## config.mk

```make
export PLATFORM = sky130hd
export DESIGN_NAME = sacl_ram
export DESIGN_NICKNAME = d
export VERILOG_FILES = /design/src/sv/sacl_pkg.sv /design/src/sv/sacl_ram.sv
export SDC_FILE = /design/constraint.sdc
export NUM_CORES = 1
export LEC_CHECK = 0
export BUFFER_PORTS_ARGS = -buffer_cell sky130_fd_sc_hd__buf_2
export CORE_MARGIN = 2
export CORE_UTILIZATION = 39
export DETAILED_ROUTE_END_ITERATION = 10
export PLACE_DENSITY = 0.71
export SLEW_MARGIN = 20
export SYNTH_ARGS = -nofsm -noshare
export SYNTH_HDL_FRONTEND = slang
export SYNTH_SLANG_ARGS = --single-unit
```

## constraint.sdc

```tcl
create_clock -name clock -period 1.1 [get_ports clock]
set_input_delay 0.165 -clock clock [delete_from_list [all_inputs] [get_ports clock]]
set_output_delay 0.165 -clock clock [all_outputs]
set_load 0.1 [all_outputs]
```

## src/sv/sacl_pkg.sv

```systemverilog
// ----------------------------------------------------------------------------
// sacl_pkg
// Types, codes and width helpers for the set-associative LRU tag store.
// ----------------------------------------------------------------------------
`default_nettype none

package sacl_pkg;

   // Default geometry
   localparam int DEF_WAYS       = 8;
   localparam int DEF_SETS       = 1024;
   localparam int DEF_ADDR_WIDTH = 32;

   // Fixed field widths
   localparam int FIELD_W   = 32;
   localparam int CSR_W     = 4;
   localparam int CSR_IDX_W = 2;
   // widest set index a 4-bit set_index_bits can ask for
   localparam int IDX_W     = (2 ** CSR_W) - 1;

   // Register indexes
   localparam logic [CSR_IDX_W-1:0] CSR_SET_INDEX_BITS = 2'd0;
   localparam logic [CSR_IDX_W-1:0] CSR_OFFSET_BITS    = 2'd1;
   localparam logic [CSR_IDX_W-1:0] CSR_WAYS_IN_USE    = 2'd2;

   // Register reset values
   localparam logic [CSR_W-1:0] RST_SET_INDEX_BITS = 4'd10;
   localparam logic [CSR_W-1:0] RST_OFFSET_BITS    = 4'd6;
   localparam logic [CSR_W-1:0] RST_WAYS_IN_USE    = 4'd8;

   typedef enum logic {
      CMD_READ  = 1'b0,
      CMD_WRITE = 1'b1
   } cmd_type;

   typedef enum logic [2:0] {
      OUT_RD_HIT   = 3'd0,
      OUT_RD_MISS  = 3'd1,
      OUT_WR_HIT   = 3'd2,
      OUT_WR_MISS  = 3'd3,
      OUT_WR_EVICT = 3'd4
   } outcome_type;

   typedef enum logic [1:0] {
      ST_CLEAR,
      ST_IDLE,
      ST_READ,
      ST_CALC
   } state_type;

   typedef struct packed {
      cmd_type              cmd;
      logic [FIELD_W-1:0]   address;
   } req_type;

   typedef struct packed {
      outcome_type          outcome;
      logic [FIELD_W-1:0]   line_tag;
      logic                 line_valid;
   } rsp_type;

   typedef struct packed {
      logic [CSR_W-1:0]     set_index_bits;
      logic [CSR_W-1:0]     offset_bits;
      logic [CSR_W-1:0]     ways_in_use;
   } cfg_type;

   // Stored tag width: the address is cut to addr_w bits, at most FIELD_W
   function automatic int tag_width(int addr_w);
      return (addr_w < FIELD_W) ? addr_w : FIELD_W;
   endfunction

   // Bits to address n entries, at least one
   function automatic int index_width(int n);
      return (n > 1) ? $clog2(n) : 1;
   endfunction

endpackage

`default_nettype wire

```

## src/sv/sacl_ram.sv

```systemverilog
// ----------------------------------------------------------------------------
// sacl_ram
// Generic single-write, single-read RAM with a registered read port.
// ----------------------------------------------------------------------------
`default_nettype none

module sacl_ram #(
   parameter int WIDTH = 8,
   parameter int DEPTH = 2
) (
   input  wire logic                                        clock,
   input  wire logic                                        wr_en,
   input  wire logic [sacl_pkg::index_width(DEPTH)-1:0]     wr_addr,
   input  wire logic [WIDTH-1:0]                            wr_data,
   input  wire logic                                        rd_en,
   input  wire logic [sacl_pkg::index_width(DEPTH)-1:0]     rd_addr,
   output      logic [WIDTH-1:0]                            rd_data
);

   logic [WIDTH-1:0] mem [DEPTH];
   logic [WIDTH-1:0] rd_data_ff;

   // Write port
   always_ff @(posedge clock) begin
      if (wr_en) begin
         mem[wr_addr] <= wr_data;
      end
   end

   // Read port, hold data between reads
   always_ff @(posedge clock) begin
      if (rd_en) begin
         rd_data_ff <= mem[rd_addr];
      end
   end

   assign rd_data = rd_data_ff;

endmodule

`default_nettype wire

```

==> metrics.yaml <==
drt:
  viasPerCell: 4.35
  drtIter0Drc: 0
  wire_per_inst_um: 12.4
  drc: 0
  via_count: 374
  first_pass_iters: 1
  antenna_left: 0
  wl_um: 1060
cells_and_area:
  multiInputGateArea_um2: 133
  utilization_pct: 53.0
  layout.nets: 73
  diodes: 0
  regArea_um2: 721
  area_delta_synth_final_pct: 31.7
  final_cells: 86
  fill_cells: 187
  drive_above_1_share_pct: 55.2
grt:
  use_met1_pct: 8.81
  met2_usage_pct: 17.7
  grt_usage_pct: 10.0
  grt_pass1_vias: 410
  use_met3_pct: 2.05
  grt_first_pass_wirelength_um: 1720
  antenna_found_initial: 0
  grt_overflow: 0
  grt_max_degree: 13
  grt-busiest-layer: "met2"
run:
  max-cap-violations: 0
power_and_ir_drop:
  power.total_mw: 1.81
  leakage_nw: 0.440
  peakVddDrop_uv: 832
  powerDensity_mw_per_mm2: 1590
yosys:
  netlist_instances: 35
  synth.area.top_cells: "edfxtp_1 83%, mux2_4 14%, buf_6 1.3%"
  synth_area_um2: 865
  synth_top_cell_by_area: "edfxtp_1"
  ys_ff_latch: 24
  ys_types: 5
  synth_nets: 48
  yosysWarnings: 0
  syn-mean-instance-area_um2: 24.7
  synth_top_area_share_pct: 83.4
  yosysSeqAreaShare_pct: 83.4
die:
  die_height_um: 51.1
  pin_count: 21
  die-width_um: 51.1
  rows: 17
  start_util_pct: 40.2
  fp.coreArea_mm2: 0.00215
  die_area_mm2: 0.00261
worst_setup_path:
  cp.required_ns: 0.94
  critPathLaunchType: "flop"
  crit_fanout: 1
  critPathTopFamily: "flip-flops"
  crit_chain: "buf_12"
  crit_arrival_ns: 0.93
  cpPeakStageDelay_ns: 0.44
  path_class: "reg -> out"
  worst-path-buf-inv: 1
  cpMaxStageDelayCell: "edfxtp_1"
  critPathCaptureType: "primary output"
placed_design:
  io_buffers: 20
  dp_worst_setup_slack_ns: 0.0938
  gp_congestion: 0.615
  placed_cells: 83
cts:
  htreeDepth: 1
  postCtsSetupBuffers: 0
  clockRootBuffer: "clkbuf_4"
  post_cts_resized: 0
  cts_buffers: 3
  clockBufferDepth: 2
  holdBufCountCts: 0
  clkSlewWorstSetupHoldPaths_ns: 0.12
  clkLatencyLatePin_ns: 0.30
  cts_num_sinks: 24
  cts_tree: "built"
sta:
  post-route-period-util_pct: 99.7
  finalClockSkew_ns: 0.00530
  layout_min_cycle_time_ns: 1.10
  finalSetupViolCount: 0
  relSlewSlack_pct: 76.3
  finalHoldWorstSlack_ns: 0.0406
  hold_viol_final: 0
  rsz0062_at_grt: "true"
  worst_pin_slew_ns: 0.356
  slew_violations: 0
  fmax_ghz: 0.912
  setup_ws_ns: 0.00311
hold_path:
  hold_path_class: "in -> reg"
status:
  status: "completed"
==> final timing paths <==
| kind | cells after the start | to | start | slack (ns) |
|---|---|---|---|---|
| hold / removal | 1 | mem[1][2] | wr_data[2] | 0.04 |
| hold reg to reg | 1 | rd_data[4] | mem[1][4] | 0.56 |
| setup / recovery | 1 | rd_data[0] | rd_data[0] | 0.003 |
| setup reg to reg | 1 | rd_data[5] | mem[0][5] | 0.18 |
==> layout by cell type, fill, tap and decap left out <==
cell type,count
and2_1,1
mux2_4,8
buf_12,8
clkbuf_4,3
edfxtp_1,24
buf_2,12
nor2b_1,1
buf_4,1
==> cell families (layout without fill, tap and decap cells) <==
family	Yosys count	after routing	share of synthesized area (%)
flip-flops	24	24	83.4
buffers and inverters	1	24	1.30
multiplexers	8	8	13.9
AND/OR/NAND/NOR	2	2	1.45
==> sequential cells by signal (all words and copies together), names as in the netlist <==
register and count:
mem 16, rd_data 8
==> per-layer routing <==
layer / vias to the layer above / share of wire, %
met1: 169 / 36
met3: 4 / 5.5
met5: - / 0
met4: 0 / 3.2
met2: 18 / 55
li1: 183 / -
==> what timing repair did <==
action / in CTS / in global routing
endpoints found under the hold margin: 0 / 0
pin swaps: 0 / 0
setup endpoints to repair: 4 / 8
==> Yosys cell counts (all sizes together) <==
library cell and instances:
edfxtp 24, mux2 8, and2 1, buf 1, nor2b 1
==> where the power goes <==
group          internal (mW)  switching [mW]  leakage [nW]
clock network          0.128           0.230        0.0138
registers               1.08          0.0283         0.228
logic                  0.137           0.202         0.198
==> final cells by class <==
type / count / area share, %
repair buffers: 21 / 20.0
flip-flops and latches: 24 / 63.3
clock buffers: 3 / 1.98
well taps: 28 / 3.08
multi-input cells: 10 / 11.6
==> per-stage QoR <==
step / TNS [ns] / area [um2]
after floorplan: 0 / 865
after global placement: 0 / 1120
after detailed placement: 0 / 1120
after CTS: -0.0302 / 1140
after global routing: -0.252 / 1140
final: 0 / 1140
Power figures use the tool's default switching activity.
