### config.mk
export PLATFORM = sky130hd
export DESIGN_NAME = sacl_ways
export DESIGN_NICKNAME = d
export VERILOG_FILES = /design/src/sv/sacl_pkg.sv /design/src/sv/sacl_ways.sv
export SDC_FILE = /design/constraint.sdc
export NUM_CORES = 1
export LEC_CHECK = 0
export BUFFER_PORTS_ARGS = -buffer_cell sky130_fd_sc_hd__buf_2
export CORE_AREA = 2 2 259 261
export DETAILED_ROUTE_END_ITERATION = 12
export DIE_AREA = 0 0 261 263
export SLEW_MARGIN = 20
export SYNTH_ARGS = -nofsm -noshare
export SYNTH_HDL_FRONTEND = slang
export SYNTH_SLANG_ARGS = --single-unit
### constraint.sdc
create_clock -name vclk -period 13.1
set_clock_uncertainty 0.1 [all_clocks]
set_input_delay 0.655 -clock vclk [all_inputs]
set_output_delay 0.655 -clock vclk [all_outputs]
set_load 0.1 [all_outputs]
### src/sv/sacl_pkg.sv
// ----------------------------------------------------------------------------
// sacl_pkg
// Types, codes and width helpers for the set-associative LRU tag store.
// ----------------------------------------------------------------------------
`default_nettype none

package sacl_pkg;

   // Default geometry
   localparam int DEF_WAYS       = 8;
   localparam int DEF_SETS       = 1024;
   localparam int DEF_ADDR_WIDTH = 32;

   // Fixed field widths
   localparam int FIELD_W   = 32;
   localparam int CSR_W     = 4;
   localparam int CSR_IDX_W = 2;
   // widest set index a 4-bit set_index_bits can ask for
   localparam int IDX_W     = (2 ** CSR_W) - 1;

   // Register indexes
   localparam logic [CSR_IDX_W-1:0] CSR_SET_INDEX_BITS = 2'd0;
   localparam logic [CSR_IDX_W-1:0] CSR_OFFSET_BITS    = 2'd1;
   localparam logic [CSR_IDX_W-1:0] CSR_WAYS_IN_USE    = 2'd2;

   // Register reset values
   localparam logic [CSR_W-1:0] RST_SET_INDEX_BITS = 4'd10;
   localparam logic [CSR_W-1:0] RST_OFFSET_BITS    = 4'd6;
   localparam logic [CSR_W-1:0] RST_WAYS_IN_USE    = 4'd8;

   typedef enum logic {
      CMD_READ  = 1'b0,
      CMD_WRITE = 1'b1
   } cmd_type;

   typedef enum logic [2:0] {
      OUT_RD_HIT   = 3'd0,
      OUT_RD_MISS  = 3'd1,
      OUT_WR_HIT   = 3'd2,
      OUT_WR_MISS  = 3'd3,
      OUT_WR_EVICT = 3'd4
   } outcome_type;

   typedef enum logic [1:0] {
      ST_CLEAR,
      ST_IDLE,
      ST_READ,
      ST_CALC
   } state_type;

   typedef struct packed {
      cmd_type              cmd;
      logic [FIELD_W-1:0]   address;
   } req_type;

   typedef struct packed {
      outcome_type          outcome;
      logic [FIELD_W-1:0]   line_tag;
      logic                 line_valid;
   } rsp_type;

   typedef struct packed {
      logic [CSR_W-1:0]     set_index_bits;
      logic [CSR_W-1:0]     offset_bits;
      logic [CSR_W-1:0]     ways_in_use;
   } cfg_type;

   // Stored tag width: the address is cut to addr_w bits, at most FIELD_W
   function automatic int tag_width(int addr_w);
      return (addr_w < FIELD_W) ? addr_w : FIELD_W;
   endfunction

   // Bits to address n entries, at least one
   function automatic int index_width(int n);
      return (n > 1) ? $clog2(n) : 1;
   endfunction

endpackage

`default_nettype wire

### src/sv/sacl_ways.sv
// ----------------------------------------------------------------------------
// sacl_ways
// Compare all ways of one set, pick the hit or victim line and produce the
// updated set row together with the result beat.
// ----------------------------------------------------------------------------
`default_nettype none

module sacl_ways #(
   parameter int WAYS = sacl_pkg::DEF_WAYS,
   parameter int TW   = sacl_pkg::DEF_ADDR_WIDTH,
   parameter int RKW  = sacl_pkg::index_width(sacl_pkg::DEF_WAYS)
) (
   input  wire logic [WAYS-1:0][TW-1:0]           cur_tag,
   input  wire logic [WAYS-1:0]                   cur_valid,
   input  wire logic [WAYS-1:0]                   cur_occ,
   input  wire logic [WAYS-1:0][RKW-1:0]          cur_rank,
   input  wire logic [TW-1:0]                     tag,
   input  wire sacl_pkg::cmd_type                 cmd,
   input  wire logic [sacl_pkg::CSR_W-1:0]        ways_in_use,
   output      logic [WAYS-1:0][TW-1:0]           nxt_tag,
   output      logic [WAYS-1:0]                   nxt_valid,
   output      logic [WAYS-1:0]                   nxt_occ,
   output      logic [WAYS-1:0][RKW-1:0]          nxt_rank,
   output      sacl_pkg::rsp_type                 rsp
);

   localparam int WIW = sacl_pkg::index_width(WAYS);
   localparam int CW  = $clog2(WAYS + 1);
   localparam int FW  = sacl_pkg::FIELD_W;

   logic [WAYS-1:0]   match;
   logic [WAYS-1:0]   hit_cand;
   logic [WAYS-1:0]   vic_cand;
   logic [WIW-1:0]    hit_idx;
   logic [WIW-1:0]    vic_idx;
   logic [WIW-1:0]    free_idx;
   logic              hit_any;
   logic              vic_any;
   logic              free_any;
   logic [CW-1:0]     fill;
   logic [CW-1:0]     limit;
   logic              full;

   // Tag compare on occupied ways; invalid lines still match
   always_comb begin
      for (int i = 0; i < WAYS; i++) begin
         match[i] = cur_occ[i] && (cur_tag[i] == tag);
      end
   end

   // Keep only the oldest matching way and the oldest occupied way
   always_comb begin
      for (int i = 0; i < WAYS; i++) begin
         hit_cand[i] = match[i];
         vic_cand[i] = cur_occ[i];
         for (int j = 0; j < WAYS; j++) begin
            if (match[j] && (cur_rank[j] > cur_rank[i])) begin
               hit_cand[i] = 1'b0;
            end
            if (cur_occ[j] && (cur_rank[j] > cur_rank[i])) begin
               vic_cand[i] = 1'b0;
            end
         end
      end
   end

   // Lowest index wins a tie
   always_comb begin
      hit_idx  = '0;
      vic_idx  = '0;
      free_idx = '0;
      for (int i = WAYS - 1; i >= 0; i--) begin
         if (hit_cand[i]) begin
            hit_idx = WIW'(i);
         end
         if (vic_cand[i]) begin
            vic_idx = WIW'(i);
         end
         if (!cur_occ[i]) begin
            free_idx = WIW'(i);
         end
      end
      hit_any  = |match;
      vic_any  = |cur_occ;
      free_any = ~&cur_occ;
   end

   // Count occupied ways and clamp the associativity limit
   always_comb begin
      fill = '0;
      for (int i = 0; i < WAYS; i++) begin
         fill = fill + CW'(cur_occ[i]);
      end
      if (ways_in_use == '0) begin
         limit = CW'(1);
      end else if (int'(ways_in_use) > WAYS) begin
         limit = CW'(WAYS);
      end else begin
         limit = CW'(ways_in_use);
      end
      full = (fill >= limit);
   end

   // Build the new row and the result beat
   always_comb begin
      logic [RKW-1:0] hr;
      logic [WIW-1:0] w;
      nxt_tag        = cur_tag;
      nxt_valid      = cur_valid;
      nxt_occ        = cur_occ;
      nxt_rank       = cur_rank;
      rsp.outcome    = sacl_pkg::OUT_RD_MISS;
      rsp.line_tag   = '0;
      rsp.line_valid = 1'b0;
      hr             = cur_rank[hit_idx];
      w              = '0;
      if (hit_any) begin
         // age the ways younger than the hit, hit becomes most recent
         for (int i = 0; i < WAYS; i++) begin
            if ((WIW'(i) != hit_idx) && cur_occ[i] && (cur_rank[i] < hr)) begin
               nxt_rank[i] = cur_rank[i] + 1'b1;
            end
         end
         nxt_rank[hit_idx] = '0;
         rsp.line_tag      = FW'(cur_tag[hit_idx]);
         if (cmd == sacl_pkg::CMD_WRITE) begin
            nxt_valid[hit_idx] = 1'b0;
            rsp.outcome        = sacl_pkg::OUT_WR_HIT;
            rsp.line_valid     = 1'b0;
         end else begin
            rsp.outcome        = sacl_pkg::OUT_RD_HIT;
            rsp.line_valid     = cur_valid[hit_idx];
         end
      end else if (cmd == sacl_pkg::CMD_WRITE) begin
         // evict the oldest line when full, else take a free way
         if (full && vic_any) begin
            w            = vic_idx;
            rsp.outcome  = sacl_pkg::OUT_WR_EVICT;
            rsp.line_tag = FW'(cur_tag[vic_idx]);
         end else begin
            w            = free_any ? free_idx : '0;
            rsp.outcome  = sacl_pkg::OUT_WR_MISS;
         end
         for (int i = 0; i < WAYS; i++) begin
            if ((WIW'(i) != w) && cur_occ[i]) begin
               nxt_rank[i] = cur_rank[i] + 1'b1;
            end
         end
         nxt_tag[w]   = tag;
         nxt_valid[w] = 1'b1;
         nxt_occ[w]   = 1'b1;
         nxt_rank[w]  = '0;
      end
   end

endmodule

`default_nettype wire

==> impl_metrics.json <==
{
  "final_nets": 3505,
  "internal_power_mw": 0.4938,
  "hp-class": "in -> out",
  "port_buffers": 665,
  "fin_util_pct": 33.76,
  "ff_latch_area_um2": 0,
  "syn_area_um2": 18360,
  "tightest_slew_ns": 1.242,
  "switching_power_mw": 1.689,
  "whs_path_depth": 4,
  "syn_area_per_cell_um2": 7.126,
  "firstDrtPassIters": 6,
  "arrival_ns": 8.03,
  "cap_violations": 0,
  "postCtsHoldBufs": 0,
  "grt_pass1_vias": 22627,
  "slew_headroom_pct": 17.18,
  "die-area_um2": 68640,
  "drtIter0Drc": 3118,
  "vdd_ir_drop_max_mv": 0.1055,
  "max_freq_ghz": 0.1139,
  "setup_tns_ns": 0,
  "ctsResizeCount": 0,
  "cp-start-kind": "input pin",
  "power.density_nw_per_um2": 98.50,
  "hold_viol": 0,
  "rows": 94,
  "met2_usage_pct": 58.48,
  "whs_endpoint": "nxt_valid[3]",
  "fillers": 7234,
  "dp.cells": 3921,
  "hold_path_startpoint": "cur_valid[3]",
  "stdcell_count": 3926,
  "die_x_um": 261,
  "yosysUniqueCellTypes": 94,
  "syn_to_final_growth_pct": 20.69,
  "worstSetupPathType": "in -> out",
  "syn_inst": 2576,
  "power_mw": 2.182,
  "endpoint_kind": "output port",
  "viasPerCell": 6.290,
  "wl_mm": 129.7,
  "p_sw_share_pct": 77.37,
  "gr-usage-all-layers_pct": 35.52,
  "cts_setup_buffers": 0,
  "gp_congestion": 1.106,
  "grt_pass1_wl_mm": 178.0,
  "multi_input_area_um2": 17230,
  "ys_warn_count": 0,
  "core-area_um2": 65630,
  "globalRoute.totalOverflow": 0,
  "status": "completed",
  "p_clk_share_pct": 0,
  "period_share_pct": 67.03,
  "fp.dieH_um": 263,
  "combPwrFrac_pct": 100.0,
  "setup_viol": 0,
  "fin_crit_ns": 8.781,
  "grt_use_met1_pct": 42.97,
  "seq_cells": 0,
  "grtUsageMet3_pct": 5.363,
  "critPathRequiredTime_ns": 12.35,
  "clkbuf_count": 0,
  "hold_ws_ns": 1.762,
  "yosysSeqAreaShare_pct": 0,
  "grt_max_degree": 131,
  "pwr-share-seq_pct": 0,
  "synth_nets": 3022,
  "grt_antenna_before_repair": 8,
  "initial_core_util_pct": 27.97,
  "rsz0062_at_grt": "false",
  "ant_nets": 0,
  "num_io_pins": 665,
  "grt_busiest_layer": "met2",
  "wire_per_inst_um": 33.04,
  "power_leakage_nw": 9.549,
  "num_vias": 24694,
  "drv_slew": 0,
  "hpwl_mm": 103.6,
  "drive_gt1_share_pct": 35.88,
  "crit_fanout": 34,
  "drc": 0
}
## per-stage QoR
stage,instance area (um^2),setup slack [ns]
final,22160,4.319
after global routing,22150,4.151
after CTS,22140,4.775
after detailed placement,22140,4.794
after global placement,22140,4.832
after floorplan,18360,4.991
## per-layer routing
layer | up-vias | part of all wire (%)
met4 | 4 | 8.0
met1 | 11855 | 38
met5 | - | 0.020
li1 | 10591 | -
met2 | 1860 | 46
met3 | 384 | 8.7
## final cells by class
| cell class | count | area share, % |
|---|---|---|
| multi-input cells | 2285 | 77.77 |
| repair buffers | 689 | 15.89 |
| diodes | 5 | 0.05647 |
| inverters | 83 | 1.406 |
| well taps | 864 | 4.879 |
## worst max-delay path, stage by stage
cell	delay [ns]
buf_2	0.45
fa_1	0.49
inv_1	0.07
fa_1	0.42
fa_1	0.49
inv_1	0.04
ha_1	0.20
fa_1	0.55
ha_1	0.22
a21o_1	0.15
a21o_1	0.17
a21oi_1	0.50
a41o_1	0.36
o2111ai_1	0.15
o21ai_1	0.38
nor3b_1	0.86
nand2_2	0.90
o21ai_0	0.42
buf_2	0.48
## worst max-delay path by stage
stage / start / to / slack [ns] / depth (start not counted)
2_1_floorplan: cur_occ[6] / nxt_tag[85] / 4.99 / 20
3_5_place_dp: cur_occ[0] / nxt_tag[176] / 4.79 / 20
5_1_grt: cur_occ[0] / nxt_tag[85] / 4.15 / 19
4_1_cts: cur_occ[0] / nxt_tag[176] / 4.78 / 20
3_3_place_gp: cur_occ[0] / nxt_tag[177] / 4.83 / 20
6_report: cur_occ[0] / nxt_tag[85] / 4.32 / 19
## placed cells by master, fill, tap and decap left out, types with 6 or more instances in the layout
cell type	instances
and4_1	6
o21ai_0	202
a22oi_1	40
o21bai_1	12
mux2i_1	101
nor4_1	39
inv_1	82
and2_1	13
a31oi_1	8
nor2_1	74
o22ai_1	48
or2_2	11
nand2_1	305
ha_1	109
o21ai_1	25
o32ai_1	19
a21oi_1	91
xnor2_1	212
o21a_1	6
o211ai_1	40
nand4b_1	7
or4_1	15
nor2b_1	30
and3_1	12
mux2_2	348
a32oi_1	11
nand2b_1	53
nor3b_1	10
nand4_1	103
buf_2	665
nor4b_1	9
a221oi_1	33
nand3_1	56
or3_1	13
nor3_1	27
a21o_1	20
buf_4	23
nor4_2	8
xor2_1	42
## Yosys cell counts (all sizes together), types with 40 or more instances
master	n	share of area [%]
a21oi	92	2.5
a22oi	40	1.6
buf	71	2.0
clkbuf	137	2.8
ha	109	7.4
inv	82	1.7
mux2	348	21
mux2i	101	5.5
nand2	309	6.3
nand2b	53	1.8
nand3	57	1.6
nand4	103	3.5
nor2	75	1.5
nor4	49	2.0
o211ai	40	1.6
o21ai	230	6.4
o22ai	48	1.6
xnor2	216	10
xor2	42	2.0
## power groups by stage
| stage | combinational (mW) | clock, mW | sequential, mW |
|---|---|---|---|
| 2_1_floorplan | 1.61 | 0 | 0 |
| 3_3_place_gp | 2.13 | 0 | 0 |
| 3_5_place_dp | 2.14 | 0 | 0 |
| 4_1_cts | 2.14 | 0 | 0 |
| 5_1_grt | 2.24 | 0.0000000410 | 0 |
| 6_report | 2.18 | 0.0000000514 | 0 |
## cell families (layout without fill, tap and decap cells)
| kind of cell | count (synthesis) | in the layout | share of synthesized area, % |
|---|---|---|---|
| adder cells (fa/ha/maj) | 122 | 122 | 8.383 |
| AO/OA/AOI/OAI | 638 | 638 | 22.57 |
| buffers and inverters | 291 | 772 | 6.495 |
| other | 0 | 5 | 0 |
| XOR/XNOR | 258 | 258 | 12.47 |
| AND/OR/NAND/NOR | 818 | 818 | 23.22 |
| multiplexers | 449 | 449 | 26.85 |
(Power assumes the default switching activity.)
