`config.mk`:
```
export PLATFORM = sky130hd
export DESIGN_NAME = sacl_index
export DESIGN_NICKNAME = d
export VERILOG_FILES = /design/src/sv/sacl_pkg.sv /design/src/sv/sacl_index.sv
export SDC_FILE = /design/constraint.sdc
export NUM_CORES = 1
export LEC_CHECK = 0
export BUFFER_PORTS_ARGS = -buffer_cell sky130_fd_sc_hd__buf_2
export CAP_MARGIN = 20
export CORE_MARGIN = 5
export CORE_UTILIZATION = 45
export DETAILED_ROUTE_END_ITERATION = 6
export GPL_TIMING_DRIVEN = 1
export PLACE_DENSITY = 0.74
export REMOVE_ABC_BUFFERS = 1
export SYNTH_ARGS = -nofsm -noshare
export SYNTH_HDL_FRONTEND = slang
export SYNTH_SLANG_ARGS = --single-unit
```
`constraint.sdc`:
```
create_clock -name clock -period 3.8 [get_ports clock]
set_input_delay 0.38 -clock clock [delete_from_list [all_inputs] [get_ports clock]]
set_output_delay 0.38 -clock clock [all_outputs]
set_load 0.05 [all_outputs]
```
`src/sv/sacl_pkg.sv`:
```
// ----------------------------------------------------------------------------
// sacl_pkg
// Types, codes and width helpers for the set-associative LRU tag store.
// ----------------------------------------------------------------------------
`default_nettype none

package sacl_pkg;

   // Default geometry
   localparam int DEF_WAYS       = 8;
   localparam int DEF_SETS       = 1024;
   localparam int DEF_ADDR_WIDTH = 32;

   // Fixed field widths
   localparam int FIELD_W   = 32;
   localparam int CSR_W     = 4;
   localparam int CSR_IDX_W = 2;
   // widest set index a 4-bit set_index_bits can ask for
   localparam int IDX_W     = (2 ** CSR_W) - 1;

   // Register indexes
   localparam logic [CSR_IDX_W-1:0] CSR_SET_INDEX_BITS = 2'd0;
   localparam logic [CSR_IDX_W-1:0] CSR_OFFSET_BITS    = 2'd1;
   localparam logic [CSR_IDX_W-1:0] CSR_WAYS_IN_USE    = 2'd2;

   // Register reset values
   localparam logic [CSR_W-1:0] RST_SET_INDEX_BITS = 4'd10;
   localparam logic [CSR_W-1:0] RST_OFFSET_BITS    = 4'd6;
   localparam logic [CSR_W-1:0] RST_WAYS_IN_USE    = 4'd8;

   typedef enum logic {
      CMD_READ  = 1'b0,
      CMD_WRITE = 1'b1
   } cmd_type;

   typedef enum logic [2:0] {
      OUT_RD_HIT   = 3'd0,
      OUT_RD_MISS  = 3'd1,
      OUT_WR_HIT   = 3'd2,
      OUT_WR_MISS  = 3'd3,
      OUT_WR_EVICT = 3'd4
   } outcome_type;

   typedef enum logic [1:0] {
      ST_CLEAR,
      ST_IDLE,
      ST_READ,
      ST_CALC
   } state_type;

   typedef struct packed {
      cmd_type              cmd;
      logic [FIELD_W-1:0]   address;
   } req_type;

   typedef struct packed {
      outcome_type          outcome;
      logic [FIELD_W-1:0]   line_tag;
      logic                 line_valid;
   } rsp_type;

   typedef struct packed {
      logic [CSR_W-1:0]     set_index_bits;
      logic [CSR_W-1:0]     offset_bits;
      logic [CSR_W-1:0]     ways_in_use;
   } cfg_type;

   // Stored tag width: the address is cut to addr_w bits, at most FIELD_W
   function automatic int tag_width(int addr_w);
      return (addr_w < FIELD_W) ? addr_w : FIELD_W;
   endfunction

   // Bits to address n entries, at least one
   function automatic int index_width(int n);
      return (n > 1) ? $clog2(n) : 1;
   endfunction

endpackage

`default_nettype wire

```
`src/sv/sacl_index.sv`:
```
// ----------------------------------------------------------------------------
// sacl_index
// Capture a request beat and derive its tag and set index, the set index
// reduced modulo the set count by a reciprocal multiply and one correction.
// ----------------------------------------------------------------------------
`default_nettype none

module sacl_index #(
   parameter int SETS       = sacl_pkg::DEF_SETS,
   parameter int ADDR_WIDTH = sacl_pkg::DEF_ADDR_WIDTH
) (
   input  wire logic                                          clock,
   input  wire logic                                          load,
   input  wire sacl_pkg::req_type                             req,
   input  wire sacl_pkg::cfg_type                             cfg,
   output      sacl_pkg::cmd_type                             cmd,
   output      logic [sacl_pkg::tag_width(ADDR_WIDTH)-1:0]    tag,
   output      logic [sacl_pkg::index_width(SETS)-1:0]        set
);

   localparam int TW    = sacl_pkg::tag_width(ADDR_WIDTH);
   localparam int SW    = sacl_pkg::index_width(SETS);
   localparam int IW    = sacl_pkg::IDX_W;
   localparam int SHW   = (TW > IW) ? TW : IW;
   localparam int RECIP = (2 ** IW) / SETS;
   localparam int RCW   = IW + 1;
   localparam int PW    = IW + RCW;
   localparam int SCW   = $clog2(SETS + 1);
   localparam int QW    = IW + SCW;
   localparam int RDW   = ((IW > SW) ? IW : SW) + 1;

   logic [TW-1:0]       adr;
   logic [SHW-1:0]      shifted;
   logic [IW-1:0]       idx_in;
   logic [PW-1:0]       prod;
   logic [IW-1:0]       q_in;
   logic [TW-1:0]       tag_in;

   sacl_pkg::cmd_type   cmd_ff;
   logic [TW-1:0]       tag_ff;
   logic [IW-1:0]       idx_ff;
   logic [IW-1:0]       q_ff;

   logic [QW-1:0]       qs;
   logic [IW-1:0]       rem;
   logic [RDW-1:0]      rem_ext;
   logic [RDW-1:0]      rem_fix;

   // Split the address: tag keeps the bits above the offset, index sits above it
   always_comb begin
      adr     = req.address[TW-1:0];
      tag_in  = adr & ({TW{1'b1}} << cfg.offset_bits);
      shifted = SHW'(adr) >> cfg.offset_bits;
      idx_in  = shifted[IW-1:0] & ~({IW{1'b1}} << cfg.set_index_bits);
      // quotient estimate, low by at most one
      prod    = PW'(idx_in) * PW'(RECIP);
      q_in    = prod[IW +: IW];
   end

   // Hold the beat for the read-modify-write
   always_ff @(posedge clock) begin
      if (load) begin
         cmd_ff <= req.cmd;
         tag_ff <= tag_in;
         idx_ff <= idx_in;
         q_ff   <= q_in;
      end
   end

   // Remainder, then one compare and subtract
   always_comb begin
      qs      = QW'(q_ff) * QW'(SETS);
      rem     = idx_ff - qs[IW-1:0];
      rem_ext = RDW'(rem);
      if (rem_ext >= RDW'(SETS)) begin
         rem_fix = rem_ext - RDW'(SETS);
      end else begin
         rem_fix = rem_ext;
      end
   end

   assign cmd = cmd_ff;
   assign tag = tag_ff;
   assign set = rem_fix[SW-1:0];

endmodule

`default_nettype wire

```
==> results_dict.tcl, run 1 <==
set metrics [dict create \
    slew_headroom_pct 36.43 \
    critPathCapture "idx_ff[9]" \
    hpwl_um 4063 \
    synth_top_cell_by_area "edfxtp_1" \
    drt-initial-drc-count 163 \
    hold_violations 0 \
    n_antenna_cell 0 \
    num_vias 1765 \
    stdcell_count 316 \
    cts_buffer_depth 2 \
    start_kind "primary input" \
    fmax_ghz 0.5033 \
    area_growth_pct 20.47 \
    drtPass1Iterations 4 \
    ys_async_sr_fraction_pct 0 \
    grt_max_degree 44 \
    maxCapViolations 0 \
    cts.clk_slew.worst_paths_ns 0.08 \
    pwr-share-comb_pct 29.3 \
    cts_buffers 5 \
    outcome "complete, no violations" \
    syn_inst 169 \
    drt_wl_total_um 5468 \
    seq_power_share_pct 48.4 \
    cts_setup_buffers 0 \
    cts_tree "yes" \
    hp-class "in -> reg" \
    grt-ovfl-total 0 \
    required_ns 3.84 \
    gp_congestion 0.7843 \
    p_per_area_nw_per_um2 407.4 \
    critPathLaunch "cfg[5]" \
    p_sw_uw 396.5 \
    p_leak_nw 1.181 \
    place_inst 309 \
    synth_edf_count 43 \
    die-height_um 83.52 \
    crit_path_max_fanout 18 \
    swShare_pct 33.22 \
    initial_core_util_pct 47.02 \
    nets 293 \
    yosysWarnings 0 \
    endpoint_kind "flip-flop" \
    tightest_slew_ns 0.9535 \
    fin_crit_ns 1.987 \
    synth-seq-area-share_pct 53.09 \
    pwr-share-clk_pct 22.4 \
    die-area_um2 6976 \
    avgRoutedWirePerCell_um 17.30 \
    synth.area.top_cells "edfxtp_1 (53%), mux4_2 (14%), mux2i_1 (6.2%), a211oi_1 (2.8%), mux4_1 (2.2%)" \
    synth.avg_cell_area_um2 14.39 \
    irDropWorstVdd_mv 0.1617 \
    core-area_um2 5172 \
    ys.flop_type "edfxtp_1" \
    synth_seq_cells 43 \
    synth.distinct_cells 39 \
    dieWidth_um 83.52 \
    num_rows 26 \
    clockRootBuffer "clkbuf_8" \
    hold_buffers 0 \
    drive_gt1_share_pct 45.93 \
    grt_pass1_wl_um 8873 \
    setup_tns_ns 0 \
    final_cell_mix "buf_2 (85), edfxtp_1 (43), mux2i_1 (15), mux4_2 (15), a211oi_1 (9)" \
    cts_sinks 43 \
    grt_setup_unrepaired "no" \
    port_buffers 85 \
    cp.arrival_ns 2.03 \
    ant_nets 0 \
    maxSlewViolCount 0 \
    yosysTopAreaCellShare_pct 53.09 \
    htree_levels 2 \
    viasPerCell 5.585 \
    track_usage_pct 16.02 \
    netlist_area_um2 2432 \
    worstSetupPathType "in -> reg" \
    io_pins 90 \
    setup_viol_count_final 0 \
    p_int_uw 797.2 \
    grt_pass1_vias 1759 \
    fin_crit_sh_pct 52.29 \
    cts_resized 0 \
    final_common_cell "buf_2" \
    drc 0 \
    antenna_found_initial 0 \
]
-- cell type report --
class                           count  area [um^2]
Clock buffer                        5        68.82
Clock inverter                      2        8.758
Fill cell                         446         2242
Inverter                            4        15.01
Multi-Input combinational cell    106         1026
Sequential cell                    43         1291
Tap cell                           70        87.58
Timing Repair Buffer               86        432.9
-- Yosys cell counts (3+ instances only) --
library cell and count:
a211oi_1 9, clkbuf_1 4, nand2b_1 3, and2_1 4, nor2_1 5, buf_2 5, inv_1 4, nor2b_1 8
a21oi_1 5, nand2_1 6, mux2_2 4, a221oi_1 3, mux4_2 15, o21ai_0 3, mux2i_1 15, edfxtp_1 43
-- worst min path at each step --
stage,start,endpoint,slack [ns],cells past startpoint
after floorplan,req[32],cmd,0.48,0
after global placement,req[27],tag[27],0.56,1
after detailed placement,req[25],tag[25],0.56,1
after CTS,req[25],tag[25],0.26,1
after global routing,req[28],tag[28],0.25,1
final,req[28],tag[28],0.26,1
-- flip-flops by register name, summed over array words and instances (netlist names) --
signal / count
idx_ff: 10
cmd: 1
tag: 32
-- cells by family (layout without fill, tap and decap cells) --
kind of cell	count (synthesis)	after routing	share of synthesized area, %
multiplexers	36	36	24.07
buffers and inverters	20	97	4.732
AO/OA/AOI/OAI	32	32	9.414
AND/OR/NAND/NOR	38	38	8.693
flip-flops	43	43	53.09
-- stage by stage --
stage	util [%]	power, mW	instance area [um^2]	hold WS [ns]	setup slack [ns]
2_1_floorplan	-	0.8221	2332	0.4789	2.103
3_5_place_dp	55.15	0.9398	2853	0.5588	1.495
3_3_place_gp	55.15	0.9352	2853	0.5578	1.520
4_1_cts	56.65	1.206	2930	0.2556	1.804
6_report	56.65	1.194	2930	0.2616	1.813
5_1_grt	56.65	1.250	2930	0.2458	1.689
-- critical path: stages --
cell and delay [ns]:
buf_2 0.33, buf_4 0.34, mux4_2 0.55, mux2i_1 0.22, or2_2 0.14, a21oi_1 0.06
-- per-layer routing --
| layer | part of all wire (%) | vias up | GRT usage (%) | wire, um |
|---|---|---|---|---|
| met3 | 7.2 | 10 | 4.245 | 396 |
| li1 | - | 833 | - | - |
| met4 | 2.1 | 0 | 6.579 | 113 |
| met5 | 0 | - | 0 | 0 |
| met2 | 49 | 73 | 25.51 | 2673 |
| met1 | 42 | 849 | 20.81 | 2284 |
-- power by group through the flow --
| stage | combinational [mW] | sequential, mW | clock, mW |
|---|---|---|---|
| 6_report | 0.349 | 0.577 | 0.267 |
| 5_1_grt | 0.370 | 0.581 | 0.299 |
| 4_1_cts | 0.352 | 0.578 | 0.276 |
| 3_5_place_dp | 0.351 | 0.589 | 0 |
| 3_3_place_gp | 0.348 | 0.587 | 0 |
| 2_1_floorplan | 0.0866 | 0.736 | 0 |
Note: power is estimated with default switching activity, not from simulation.
==> inputs of run 2 (changes only) <==
- PLACE_DENSITY: 0.74 -> 0.77
- clock period: 3.8 -> 1.65 ns (I/O delays scaled with it)
==> run 2 against run 1 <==
  * Sequential share of layout area shrank 2.5 points
  * Via count grew 6.7%
  * Worst hold slack lost 0.22 ns
  * Setup slack lost 1.7 ns
  * Total power grew to 2.5 times the previous value
  * Global-route usage grew 0.72 points
  * Cell area grew 6.0%
  * Utilization grew 3.4 points
  * Count of clock-buffer cells in the layout is the same
  * Critical path type unchanged
  * Largest power group unchanged
==> results_dict.tcl, run 2 (synthesis gave the netlist of run 1 again) <==
set metrics [dict create \
    outcome "complete, no violations" \
    drt-initial-drc-count 112 \
    crit_path_max_fanout 12 \
    cts_buffers 5 \
    slowest_delay_ns 0.53 \
    num_rows 26 \
    num_vias 1884 \
    endpoint_kind "flip-flop" \
    nets 310 \
    critPathTopFamily "multiplexers" \
    hpwl_um 4613 \
    cts_buffer_depth 2 \
    grt_max_degree 44 \
    antenna_found_initial 0 \
    final_common_cell "buf_2" \
    whs_ns 0.04328 \
    cts_resized 0 \
    htree_levels 2 \
    ant_nets 0 \
    port_buffers 85 \
    p_per_area_nw_per_um2 961.0 \
    drtPass1Iterations 4 \
    track_usage_pct 16.74 \
    drt_wl_total_um 5836 \
    cts_setup_buffers 0 \
    p_total_mw 2.984 \
    initial_core_util_pct 47.02 \
    drive_gt1_share_pct 50.00 \
    slew_headroom_pct 78.33 \
    maxCapViolations 0 \
    path_buf_inv 2 \
    die-height_um 83.52 \
    grt-ovfl-total 0 \
    hold_start "req[26]" \
    critPathCapture "idx_ff[9]" \
    required_ns 1.70 \
    fmax_ghz 0.6547 \
    clockRootBuffer "clkbuf_8" \
    post-route-cell-area_um2 3105 \
    cts_tree "yes" \
    hold_buffers 0 \
    viasPerCell 5.641 \
    start_kind "primary input" \
    path_depth 6 \
    cpMaxStageDelayCell "mux4_2" \
    setup_viol_count_final 0 \
    grt_pass1_wl_um 9397 \
    grt_pass1_vias 1878 \
    stdcell_count 334 \
    setup_tns_ns 0 \
    dieWidth_um 83.52 \
    io_pins 90 \
    final_cell_mix "buf_2 (85), edfxtp_1 (43), buf_4 (17)" \
    place_area_um2 2993 \
    cp.arrival_ns 1.57 \
    drc 0 \
    fin_crit_sh_pct 92.57 \
    tightest_slew_ns 0.3208 \
    fin_util_pct 60.04 \
    area_growth_pct 27.67 \
    place_inst 326 \
    p_leak_nw 1.284 \
    cts_sinks 43 \
    critPathLaunch "cfg[5]" \
    gp_congestion 0.9015 \
    avgRoutedWirePerCell_um 17.47 \
    worstSetupPathType "in -> reg" \
    largest_reg_flops 32 \
    irDropWorstVdd_mv 0.3730 \
    maxSlewViolCount 0 \
    n_antenna_cell 0 \
    crit_chain "buf_2 > buf_4 > mux4_2 > mux2i_1 > or2_2 > a21oi_1" \
    cts.clk_slew.worst_paths_ns 0.07 \
    die-area_um2 6976 \
    fin_crit_ns 1.527 \
    grt_setup_unrepaired "no" \
    fin_ws_ns 0.1226 \
    hold_violations 0 \
    dpl_worst_slack_ns -0.2023 \
    core-area_um2 5172 \
    hp-class "in -> reg" \
]
run 2: how the worst min path moves through the flow:
stage / slack [ns] / endpoint / depth (start not counted)
after global placement: 0.34 / cmd / 1
after detailed placement: 0.34 / tag[26] / 1
after floorplan: 0.26 / cmd / 0
final: 0.04 / tag[26] / 1
after CTS: 0.04 / tag[26] / 1
after global routing: 0.03 / tag[26] / 1
run 2: area by class of cell:
cell class	count	area [um^2]
repair buffers	103	573.1
fillers	414	2067
multi-input cells	106	1026
clock inverters	3	43.79
clock buffers	5	68.82
flip-flops and latches	43	1291
inverters	4	15.01
well taps	70	87.58
run 2: per-layer routing:
layer / part of all wire (%) / up-vias / global-route usage, %
met5: 0 / - / 0
met4: 1.7 / 0 / 6.579
met3: 7.9 / 11 / 4.146
met2: 50 / 89 / 26.82
met1: 41 / 915 / 21.89
li1: - / 869 / -
run 2: power breakdown:
| group | total [mW] | internal (mW) | switching, mW |
|---|---|---|---|
| combinational | 0.848 | 0.273 | 0.574 |
| clock | 0.808 | 0.450 | 0.358 |
| sequential | 1.33 | 1.31 | 0.0192 |
==> inputs of run 3 (changes only) <==
- MAX_ROUTING_LAYER: not set -> met4
==> run 3 against run 2 <==
  * Total power about the same
  * Cell area unchanged
  * Combinational power about the same
  * Worst hold slack worse by 0.00064 ns
  * Critical path type unchanged
  * Global-route usage up 0.48 points
  * Non-clock buffer count unchanged
  * First-iteration DRC count up 12%
  * Critical endpoint unchanged
  * Clock power about the same
==> results_dict.tcl, run 3 (synthesis gave the netlist of run 1 again) <==
set metrics [dict create \
    outcome "complete, no violations" \
    grt_pass1_vias 1878 \
    cts_tree "yes" \
    worstSetupPathType "in -> reg" \
    fin_util_pct 60.04 \
    num_rows 26 \
    p_leak_nw 1.284 \
    port_buffers 85 \
    fin_crit_ns 1.519 \
    hpwl_um 4613 \
    critPathLaunch "cfg[5]" \
    track_usage_pct 17.21 \
    setup_tns_ns 0 \
    initial_core_util_pct 47.02 \
    hold_buffers 0 \
    slowest_delay_ns 0.53 \
    cts_resized 0 \
    crit_chain "buf_2 > buf_4 > mux4_2 > mux2i_1 > or2_2 > a21oi_1" \
    slew_headroom_pct 78.33 \
    start_kind "primary input" \
    ant_nets 0 \
    grt_setup_unrepaired "no" \
    cp.arrival_ns 1.57 \
    dpl_worst_slack_ns -0.2023 \
    largest_reg_flops 32 \
    path_buf_inv 2 \
    num-fill-cells 414 \
    fin_ws_ns 0.1309 \
    grt.met3_usage_pct 3.751 \
    critPathCapture "idx_ff[9]" \
    antenna_found_initial 0 \
    viasPerCell 5.632 \
    dieWidth_um 83.52 \
    cpMaxStageDelayCell "mux4_2" \
    num_vias 1881 \
    drtPass1Iterations 4 \
    irDropWorstVdd_mv 0.3744 \
    fmax_ghz 0.6583 \
    final_common_cell "buf_2" \
    drive_gt1_share_pct 50.00 \
    gp_congestion 0.9170 \
    clockRootBuffer "clkbuf_8" \
    die-height_um 83.52 \
    core-area_um2 5172 \
    required_ns 1.70 \
    cts_buffer_depth 2 \
    grt_util_met2_pct 26.82 \
    cts.clk_slew.worst_paths_ns 0.07 \
    grt_use_met1_pct 22.14 \
    io_pins 90 \
    area_growth_pct 27.67 \
    cts_sinks 43 \
    hold_violations 0 \
    path_depth 6 \
    maxSlewViolCount 0 \
    grt_pass1_wl_um 9390 \
    drc 0 \
    fin_crit_sh_pct 92.07 \
    multiInputGateArea_um2 1026 \
    drt_wl_total_um 5886 \
    final_cell_mix "buf_2 (85), edfxtp_1 (43), buf_4 (17)" \
    place_area_um2 2993 \
    p_per_area_nw_per_um2 961.1 \
    die-area_um2 6976 \
    grt_max_degree 44 \
    endpoint_kind "flip-flop" \
    setup_viol_count_final 0 \
    avgRoutedWirePerCell_um 17.62 \
    grt-ovfl-total 0 \
    crit_path_max_fanout 12 \
    n_antenna_cell 0 \
    grt.busiest_layer "met2" \
    regArea_um2 1291 \
    cts_setup_buffers 0 \
    htree_levels 2 \
    critPathTopFamily "multiplexers" \
    maxCapViolations 0 \
    drt-initial-drc-count 125 \
    post-route-cell-area_um2 3105 \
    cts_buffers 5 \
    tightest_slew_ns 0.3209 \
    hp-class "in -> reg" \
    nets 310 \
]
run 3: how the worst min path moves through the flow:
stage | startpoint | endpoint | slack, ns | cells after the start
final | req[26] | tag[26] | 0.04 | 1
after global routing | req[26] | tag[26] | 0.03 | 1
after CTS | req[26] | tag[26] | 0.04 | 1
after detailed placement | req[26] | tag[26] | 0.34 | 1
after global placement | req[32] | cmd | 0.34 | 1
after floorplan | req[32] | cmd | 0.26 | 0
run 3: metrics by stage:
step / std cells / power (mW) / hold WS [ns]
5_1_grt: 334 / 3.120 / 0.02770
3_3_place_gp: 326 / 2.188 / 0.3426
2_1_floorplan: 153 / 1.893 / 0.2639
4_1_cts: 334 / 3.015 / 0.03508
6_report: 334 / 2.985 / 0.04264
3_5_place_dp: 326 / 2.204 / 0.3436
run 3: power breakdown:
group	internal [mW]	total (mW)	switching [mW]
combinational	0.273	0.849	0.575
clock	0.450	0.807	0.357
sequential	1.31	1.33	0.0192
total	2.03	2.98	0.952
run 3: metal layers:
metal,up-vias,share of wire (%)
met3,9,6.8
li1,868,-
met4,0,1.5
met1,917,42
met2,87,49
met5,-,0
run 3: layout make-up:
| type | instances | share of cell area (%) |
|---|---|---|
| Tap cell | 70 | 2.820 |
| Inverter | 4 | 0.4835 |
| Sequential cell | 43 | 41.58 |
| Timing Repair Buffer | 103 | 18.45 |
| Multi-Input combinational cell | 106 | 33.04 |
| Clock inverter | 3 | 1.410 |
| Clock buffer | 5 | 2.216 |
